$ cat src/sv/pnh_pkg.sv
// shared types, constants and command structs for the polyline height block
`timescale 1ns / 1ps

package pnh_pkg;

  localparam int MAX_KNOTS = 64;
  localparam int KNOT_AW = $clog2(MAX_KNOTS);
  localparam int CNT_W = $clog2(MAX_KNOTS + 1);

  localparam int COORD_W = 32;
  localparam int DIFF_W = COORD_W + 1;
  localparam int MUL_W = 34;
  localparam int PROD_W = 2 * MUL_W;
  localparam int ACC_W = 104;
  localparam int LEN_W = 66;
  localparam int REM_W = LEN_W + 1;
  localparam int FRAC_BITS = 16;
  localparam int ALPHA_W = FRAC_BITS + 1;
  localparam logic [ALPHA_W-1:0] ALPHA_ONE = ALPHA_W'(1) << FRAC_BITS;
  localparam int EX_W = 51;
  localparam int MAG_W = 50;
  localparam int HALF_W = MAG_W / 2;
  localparam int ZQ_W = 51;
  localparam int STEP_W = 31;
  localparam int NUM_W = 54;
  localparam int QM_W = NUM_W - 1;
  localparam int DVS_W = STEP_W + FRAC_BITS;
  localparam int QREM_W = DVS_W + 1;
  localparam int QS_W = QM_W + 2;
  localparam int QC_W = 33;

  localparam int DIV_STEPS = FRAC_BITS;
  localparam int QDIV_STEPS = QM_W;
  localparam int STEPC_W = $clog2(QDIV_STEPS + 1);

  localparam logic REQ_KNOT_WRITE = 1'b0;
  localparam logic REQ_QUERY = 1'b1;

  typedef enum logic [1:0] {
    CFG_STANDING = 2'd0,
    CFG_LEVEL    = 2'd1,
    CFG_STEP     = 2'd2,
    CFG_COUNT    = 2'd3
  } cfg_reg_t;

  typedef enum logic [3:0] {
    MUL_DXDX,
    MUL_DYDY,
    MUL_UXDX,
    MUL_UYDY,
    MUL_DXAL,
    MUL_DYAL,
    MUL_DZAL,
    MUL_XHH,
    MUL_XHL,
    MUL_XLL,
    MUL_YHH,
    MUL_YHL,
    MUL_YLL,
    MUL_QSTEP
  } mul_sel_t;

  typedef enum logic [1:0] {
    ACC_HOLD,
    ACC_LOAD,
    ACC_ADD
  } acc_op_t;

  typedef enum logic [1:0] {
    SH_0,
    SH_MID,
    SH_HIGH
  } acc_sh_t;

  typedef struct packed {
    logic               knot_wr;
    logic               query_load;
    logic [KNOT_AW-1:0] rd_addr;
    logic               cap_start;
    logic               cap_diff;
    mul_sel_t           mul_sel;
    acc_op_t            acc_op;
    acc_sh_t            acc_sh;
    logic               cap_len2;
    logic               div_init;
    logic               div_step;
    logic               cap_ex;
    logic               cap_ey;
    logic               cap_zint;
    logic               cap_mag;
    logic               init_best;
    logic               seg_cmp;
    logic               q_init;
    logic               qd_init;
    logic               qd_step;
    logic               q_fix;
    logic               out_load;
    logic               out_stand;
  } dp_cmd_t;

  typedef struct packed {
    logic out_free;
  } dp_status_t;

endpackage

$ cat src/sv/pnh_controller.sv
// sequencer that walks segments and drives the datapath
`timescale 1ns / 1ps

module pnh_controller (
  input  logic                       clk,
  input  logic                       rst,
  input  logic                       in_valid,
  output logic                       in_ready,
  input  logic                       req_type,
  input  logic                       standing_mode,
  input  logic [6:0]                 knot_count,
  input  pnh_pkg::dp_status_t        status,
  output pnh_pkg::dp_cmd_t           cmd
);
  import pnh_pkg::*;

  typedef enum logic [34:0] {
    S_IDLE    = 35'd1 << 0,
    S_STAND   = 35'd1 << 1,
    S_INIT_RD = 35'd1 << 2,
    S_INIT_LD = 35'd1 << 3,
    S_RDA     = 35'd1 << 4,
    S_RDB     = 35'd1 << 5,
    S_LDD     = 35'd1 << 6,
    S_M1      = 35'd1 << 7,
    S_M2      = 35'd1 << 8,
    S_M3      = 35'd1 << 9,
    S_M4      = 35'd1 << 10,
    S_M5      = 35'd1 << 11,
    S_DV0     = 35'd1 << 12,
    S_DIV     = 35'd1 << 13,
    S_M6      = 35'd1 << 14,
    S_M7      = 35'd1 << 15,
    S_M8      = 35'd1 << 16,
    S_M9      = 35'd1 << 17,
    S_Q1      = 35'd1 << 18,
    S_Q2      = 35'd1 << 19,
    S_Q3      = 35'd1 << 20,
    S_Q4      = 35'd1 << 21,
    S_Q5      = 35'd1 << 22,
    S_Q6      = 35'd1 << 23,
    S_Q7      = 35'd1 << 24,
    S_CMP     = 35'd1 << 25,
    S_QN      = 35'd1 << 26,
    S_QD0     = 35'd1 << 27,
    S_QDIV    = 35'd1 << 28,
    S_QFIX    = 35'd1 << 29,
    S_QMUL    = 35'd1 << 30,
    S_QSAT    = 35'd1 << 31
  } state_t;

  state_t state, state_next;
  logic [KNOT_AW-1:0] seg, seg_next;
  logic [STEPC_W-1:0] cnt, cnt_next;
  logic [CNT_W-1:0] n;
  logic in_fire;

  // zero knots act as one, counts above the table clamp to its depth
  always_comb begin
    if (knot_count == '0) begin
      n = CNT_W'(1);
    end else if (32'(knot_count) > MAX_KNOTS) begin
      n = CNT_W'(MAX_KNOTS);
    end else begin
      n = CNT_W'(knot_count);
    end
  end

  assign in_ready = (state == S_IDLE);
  assign in_fire = in_valid && in_ready;

  always_comb begin
    state_next = state;
    seg_next = seg;
    cnt_next = cnt;
    cmd = '0;
    unique case (state)
      S_IDLE: begin
        if (in_fire) begin
          if (req_type == REQ_KNOT_WRITE) begin
            cmd.knot_wr = 1'b1;
          end else begin
            cmd.query_load = 1'b1;
            seg_next = '0;
            state_next = standing_mode ? S_STAND : S_INIT_RD;
          end
        end
      end
      S_STAND: begin
        if (status.out_free) begin
          cmd.out_stand = 1'b1;
          state_next = S_IDLE;
        end
      end
      S_INIT_RD: begin
        cmd.rd_addr = '0;
        state_next = S_INIT_LD;
      end
      S_INIT_LD: begin
        cmd.init_best = 1'b1;
        state_next = (n > CNT_W'(1)) ? S_RDA : S_QN;
      end
      S_RDA: begin
        cmd.rd_addr = seg;
        state_next = S_RDB;
      end
      S_RDB: begin
        cmd.rd_addr = seg + 1'b1;
        cmd.cap_start = 1'b1;
        state_next = S_LDD;
      end
      S_LDD: begin
        cmd.cap_diff = 1'b1;
        state_next = S_M1;
      end
      S_M1: begin
        cmd.mul_sel = MUL_DXDX;
        state_next = S_M2;
      end
      S_M2: begin
        cmd.mul_sel = MUL_DYDY;
        cmd.acc_op = ACC_LOAD;
        state_next = S_M3;
      end
      S_M3: begin
        cmd.mul_sel = MUL_UXDX;
        cmd.acc_op = ACC_ADD;
        state_next = S_M4;
      end
      S_M4: begin
        cmd.mul_sel = MUL_UYDY;
        cmd.acc_op = ACC_LOAD;
        cmd.cap_len2 = 1'b1;
        state_next = S_M5;
      end
      S_M5: begin
        cmd.acc_op = ACC_ADD;
        state_next = S_DV0;
      end
      S_DV0: begin
        cmd.div_init = 1'b1;
        cnt_next = '0;
        state_next = S_DIV;
      end
      S_DIV: begin
        cmd.div_step = 1'b1;
        cnt_next = cnt + 1'b1;
        if (cnt == STEPC_W'(DIV_STEPS - 1)) begin
          state_next = S_M6;
        end
      end
      S_M6: begin
        cmd.mul_sel = MUL_DXAL;
        state_next = S_M7;
      end
      S_M7: begin
        cmd.mul_sel = MUL_DYAL;
        cmd.cap_ex = 1'b1;
        state_next = S_M8;
      end
      S_M8: begin
        cmd.mul_sel = MUL_DZAL;
        cmd.cap_ey = 1'b1;
        state_next = S_M9;
      end
      S_M9: begin
        cmd.cap_zint = 1'b1;
        cmd.cap_mag = 1'b1;
        state_next = S_Q1;
      end
      S_Q1: begin
        cmd.mul_sel = MUL_XHH;
        state_next = S_Q2;
      end
      S_Q2: begin
        cmd.mul_sel = MUL_XHL;
        cmd.acc_op = ACC_LOAD;
        cmd.acc_sh = SH_HIGH;
        state_next = S_Q3;
      end
      S_Q3: begin
        cmd.mul_sel = MUL_XLL;
        cmd.acc_op = ACC_ADD;
        cmd.acc_sh = SH_MID;
        state_next = S_Q4;
      end
      S_Q4: begin
        cmd.mul_sel = MUL_YHH;
        cmd.acc_op = ACC_ADD;
        cmd.acc_sh = SH_0;
        state_next = S_Q5;
      end
      S_Q5: begin
        cmd.mul_sel = MUL_YHL;
        cmd.acc_op = ACC_ADD;
        cmd.acc_sh = SH_HIGH;
        state_next = S_Q6;
      end
      S_Q6: begin
        cmd.mul_sel = MUL_YLL;
        cmd.acc_op = ACC_ADD;
        cmd.acc_sh = SH_MID;
        state_next = S_Q7;
      end
      S_Q7: begin
        cmd.acc_op = ACC_ADD;
        cmd.acc_sh = SH_0;
        state_next = S_CMP;
      end
      S_CMP: begin
        cmd.seg_cmp = 1'b1;
        if (32'(seg) + 2 < 32'(n)) begin
          seg_next = seg + 1'b1;
          state_next = S_RDA;
        end else begin
          state_next = S_QN;
        end
      end
      S_QN: begin
        cmd.q_init = 1'b1;
        state_next = S_QD0;
      end
      S_QD0: begin
        cmd.qd_init = 1'b1;
        cnt_next = '0;
        state_next = S_QDIV;
      end
      S_QDIV: begin
        cmd.qd_step = 1'b1;
        cnt_next = cnt + 1'b1;
        if (cnt == STEPC_W'(QDIV_STEPS - 1)) begin
          state_next = S_QFIX;
        end
      end
      S_QFIX: begin
        cmd.q_fix = 1'b1;
        state_next = S_QMUL;
      end
      S_QMUL: begin
        cmd.mul_sel = MUL_QSTEP;
        state_next = S_QSAT;
      end
      S_QSAT: begin
        // keep the step product in place while the output register is busy
        cmd.mul_sel = MUL_QSTEP;
        if (status.out_free) begin
          cmd.out_load = 1'b1;
          state_next = S_IDLE;
        end
      end
      default: begin
        state_next = S_IDLE;
      end
    endcase
  end

  always_ff @(posedge clk) begin
    if (rst) begin
      state <= S_IDLE;
      seg <= '0;
      cnt <= '0;
    end else begin
      state <= state_next;
      seg <= seg_next;
      cnt <= cnt_next;
    end
  end

`ifndef SYNTHESIS
  a_seg_in_range: assert property (@(posedge clk) disable iff (rst)
    (state == S_CMP) |-> (32'(seg) + 1 < 32'(n)))
    else $error("segment index past last knot");
  a_div_count: assert property (@(posedge clk) disable iff (rst)
    (state == S_DIV) |-> (cnt < STEPC_W'(DIV_STEPS)))
    else $error("fraction divider ran too long");
  a_out_only_free: assert property (@(posedge clk) disable iff (rst)
    (cmd.out_load || cmd.out_stand) |-> status.out_free)
    else $error("result written over an untaken item");
`endif

endmodule
$ cat config.mk
export PLATFORM = sky130hd
export DESIGN_NAME = pnh_controller
export DESIGN_NICKNAME = d
export VERILOG_FILES = /design/src/sv/pnh_pkg.sv /design/src/sv/pnh_controller.sv
export SDC_FILE = /design/constraint.sdc
export NUM_CORES = 1
export LEC_CHECK = 0
export BUFFER_PORTS_ARGS = -buffer_cell sky130_fd_sc_hd__buf_4
export CAP_MARGIN = 20
export CORE_MARGIN = 2
export CORE_UTILIZATION = 25
export CTS_CLUSTER_DIAMETER = 60
export DETAILED_ROUTE_END_ITERATION = 8
export GPL_TIMING_DRIVEN = 0
export PLACE_DENSITY = 0.52
export SYNTH_ARGS = -nofsm -noshare
export SYNTH_HDL_FRONTEND = slang
export SYNTH_SLANG_ARGS = --single-unit
$ cat constraint.sdc
create_clock -name clk -period 4.4 [get_ports clk]
set_input_delay 0.88 -clock clk [delete_from_list [all_inputs] [get_ports clk]]
set_output_delay 0.88 -clock clk [all_outputs]
set_load 0.02 [all_outputs]
==> flow_summary.yaml <==
clock_tree:
  cts_max_level: 2
  clkTransAtPathRegs_ns: 0.07
  cts_buffers: 5
  ctsHoldBuffers: 0
  cts_setup_buffers: 0
  cts_root_buf: "clkbuf_16"
  clockBufferDepth: 2
  cts_tree: "done"
  clock_sinks: 44
  clk_latency_ns: 0.29
setup_path:
  start_kind: "flop"
  worstPathRequired_ns: 3.52
  r2r-start: "seg[2]"
  reg2reg_to: "seg[5]"
  crit_arrival_ns: 3.09
  r2r_slack_ns: 1.23
  cp_num_buf_inv: 4
  path_delay_family: "simple AND/OR/NAND/NOR gates"
  cpPeakStageDelay_ns: 0.58
  critical_path_class: "flop to output port"
  path_cells: "buf_6 > nor3_1 > nand4_1 > or2_1 > or3_1 > buf_2 > inv_2 > a21o_1 > nand2_1 > o31ai_1 > buf_4"
  setup.worst_path.end_class: "output port"
  reg2reg_depth: 10
  cp_max_fo: 10
  critical-path-slowest-cell: "nor3_1"
floorplan:
  row_count: 39
  start_util_pct: 25.9
  num_io_pins: 47
  core_region_area_sq_um: 11600
  die_x_um: 114
  die_area_sq_um: 12900
  die_h_um: 114
placed_design:
  hpwlAfterDp_mm: 6.98
  gp_congestion: 0.920
  dp_slack_ns: 0.564
  portBuffers: 45
  numPlacedInstances: 575
global_route:
  grt_usage_pct: 14.2
  grt_pass1_vias: 2845
  grt_overflow: 0
  antenna_found_initial: 0
  grt_start_max_net_pins: 15
  grt_pass1_wl_mm: 14.7
logic_synthesis:
  synthMuxAreaShare_pct: 0.668
  ys.flop_type: "dfxtp_1"
  syn-cell-area_sq_um: 3000
  synth_simple_gate_area_share_pct: 41.9
  synthAdderAreaFrac_pct: 4.17
  synth_compound_area_share_pct: 14.4
  ys_ff_latch: 44
  synth_edf_count: 0
  synthArstFlopShare_pct: 0
  seq_area_frac_synth_pct: 29.4
  synth_cell_type_count: 66
  synth_top_family_by_area: "simple AND/OR/NAND/NOR gates"
  post_synth.cell_area_avg_sq_um: 7.75
  ys_warn_count: 0
  synth_xor_area_share_pct: 2.92
  synth_fp_nets: 410
  netlist_instances: 387
pwr:
  power.share.clock_pct: 36.1
  power_frac_comb_pct: 25.6
  p_leak_nw: 1.58
  p_per_area_nw_per_um2: 294
  swShare_pct: 32.2
  power_frac_seq_pct: 38.3
  switching_power_w: 0.000349
  ir_worst_vdd_mv: 0.153
  p_int_w: 0.000735
  finalPower_w: 0.00108
sta:
  post-route-period-util_pct: 90.3
  holdWs_ns: 0.506
  fin_skew_ns: 0.00597
  layout_min_cycle_time_ns: 3.97
  drv_slew: 0
  setup_viol: 0
  hold_violations: 0
  max_freq_mhz: 252
  worst_pin_slew_ns: 0.932
  timing.setup.tns_ns: 0
  layout_setup_ws_ns: 0.428
  maxSlewHeadroom_pct: 37.3
  rsz0062_at_grt: "false"
hold_path:
  hold-path-cell-count: 2
  hp-start: "cnt[5]"
  hp-class: "flop to flop"
  min_to: "cnt[5]"
run:
  cap_violations: 0
drt:
  first_iter_violations: 203
  wl_mm: 9.02
  drcViolationCount: 0
  dr.pass1.iters: 4
  wire_per_inst_um: 15.5
  vias: 3009
  viasPerCell: 5.16
  ant_nets: 0
final_layout:
  area_growth_syn_to_layout_pct: 22.8
  fin_nets: 462
  finalNonFillerCells: 583
  drive_gt1_share_pct: 20.7
  diodes: 0
status:
  status: "complete, no violations"
[Yosys cell counts (all sizes together), types with 4 or more instances]
cell	count	area [sq um]
nand2b	13	81.3
xor2	6	52.6
a21oi	22	110
buf	10	72.6
xnor2	4	35.0
inv	20	75.1
ha	10	125
nor3	14	70.1
clkbuf	8	40.0
nor2b	6	37.5
dfxtp	44	881
nor4	30	240
nand3	18	95.1
o21ai	13	65.1
and2	8	50.1
nand2	30	113
or2	6	37.5
or3	14	93.8
nand3b	6	45.0
and3	6	40.0
o31ai	4	30.0
nand4	11	75.1
nor2	42	158
[sequential cells by signal, indices dropped and copies added (netlist names)]
| register | count |
|---|---|
| cnt | 6 |
| seg | 6 |
| state | 32 |
[cell usage in the layout, fill, tap and decap left out, drive strengths merged, types with 6 or more instances in the layout]
master  Yosys  routed
or3        14      14
nor2b       6       6
nand3b      6       6
or2         6       6
nand2      30      30
dfxtp      44      44
o21ai      13      13
nand4      11      11
nand2b     13      13
ha         10      10
buf        10      55
nor3       14      14
and3        6       6
nor2       42      42
xor2        6       6
nor4       30      30
nand3      18      18
and2        8       8
clkbuf      8      14
inv        20      20
a21oi      22      22
[logic make-up (layout without fill, tap and decap cells)]
| kind of cell | Yosys count | after routing |
|---|---|---|
| multiplexers | 2 | 2 |
| XOR/XNOR | 10 | 10 |
| buffers and inverters | 39 | 92 |
| flip-flops | 44 | 44 |
| adder cells (fa/ha/maj) | 10 | 10 |
| AO/OA/AOI/OAI | 65 | 65 |
| AND/OR/NAND/NOR | 217 | 217 |
[worst min-delay path, stage by stage, from the launching register on]
cell      delay (ns)
dfxtp_1         0.34
nand2b_1        0.07
a21oi_1         0.05
[layout make-up]
class / count / area, sq um
flip-flops and latches: 44 / 881
multi-input cells: 304 / 1930
repair buffers: 45 / 338
plain buffers: 19 / 123
clock buffers: 6 / 139
inverters: 20 / 75.1
clock inverters: 2 / 15.0
well taps: 143 / 179
fillers: 1243 / 7880
[worst max path at each step]
stage / from / to / slack, ns / cells past startpoint
after floorplan: state[20] / cmd[19] / 1.15 / 8
after global placement: state[20] / cmd[30] / 0.43 / 7
after detailed placement: state[16] / cmd[19] / 0.56 / 8
after CTS: state[16] / cmd[19] / 0.25 / 8
after global routing: state[24] / cmd[19] / 0.08 / 8
final: state[20] / cmd[29] / 0.43 / 11
[per-layer routing]
layer  global-route usage (%)  part of all wire [%]  vias to the layer above
met1                     19.5                    47                     1401
met5                        0                     0                        -
met3                     1.81                   4.2                       11
li1                         -                     -                     1521
met2                     23.2                    47                       76
met4                     4.15                   1.6                        0
[power groups by stage]
stage	Combinational [W]	Clock, W	Sequential (W)
global route	0.000304	0.000412	0.000416
detailed placement	0.000274	0	0.000423
global placement	0.000272	0	0.000423
finish	0.000278	0.000391	0.000415
CTS	0.000276	0.000399	0.000414
floorplan	0.000191	0	0.000420
[timing repair]
| action | 4_1_cts | 5_1_grt |
|---|---|---|
| gates resized for setup | 0 | 1 |
| endpoints found under the hold margin | 0 | 0 |
| setup endpoints to repair | 0 | 2 |
[metrics by stage]
stage	util [%]	area [sq um]
after floorplan	-	3000
after global placement	30.4	3510
after detailed placement	30.4	3520
after CTS	31.8	3670
after global routing	31.8	3680
final	31.8	3680
Power figures use the tool's default switching activity.
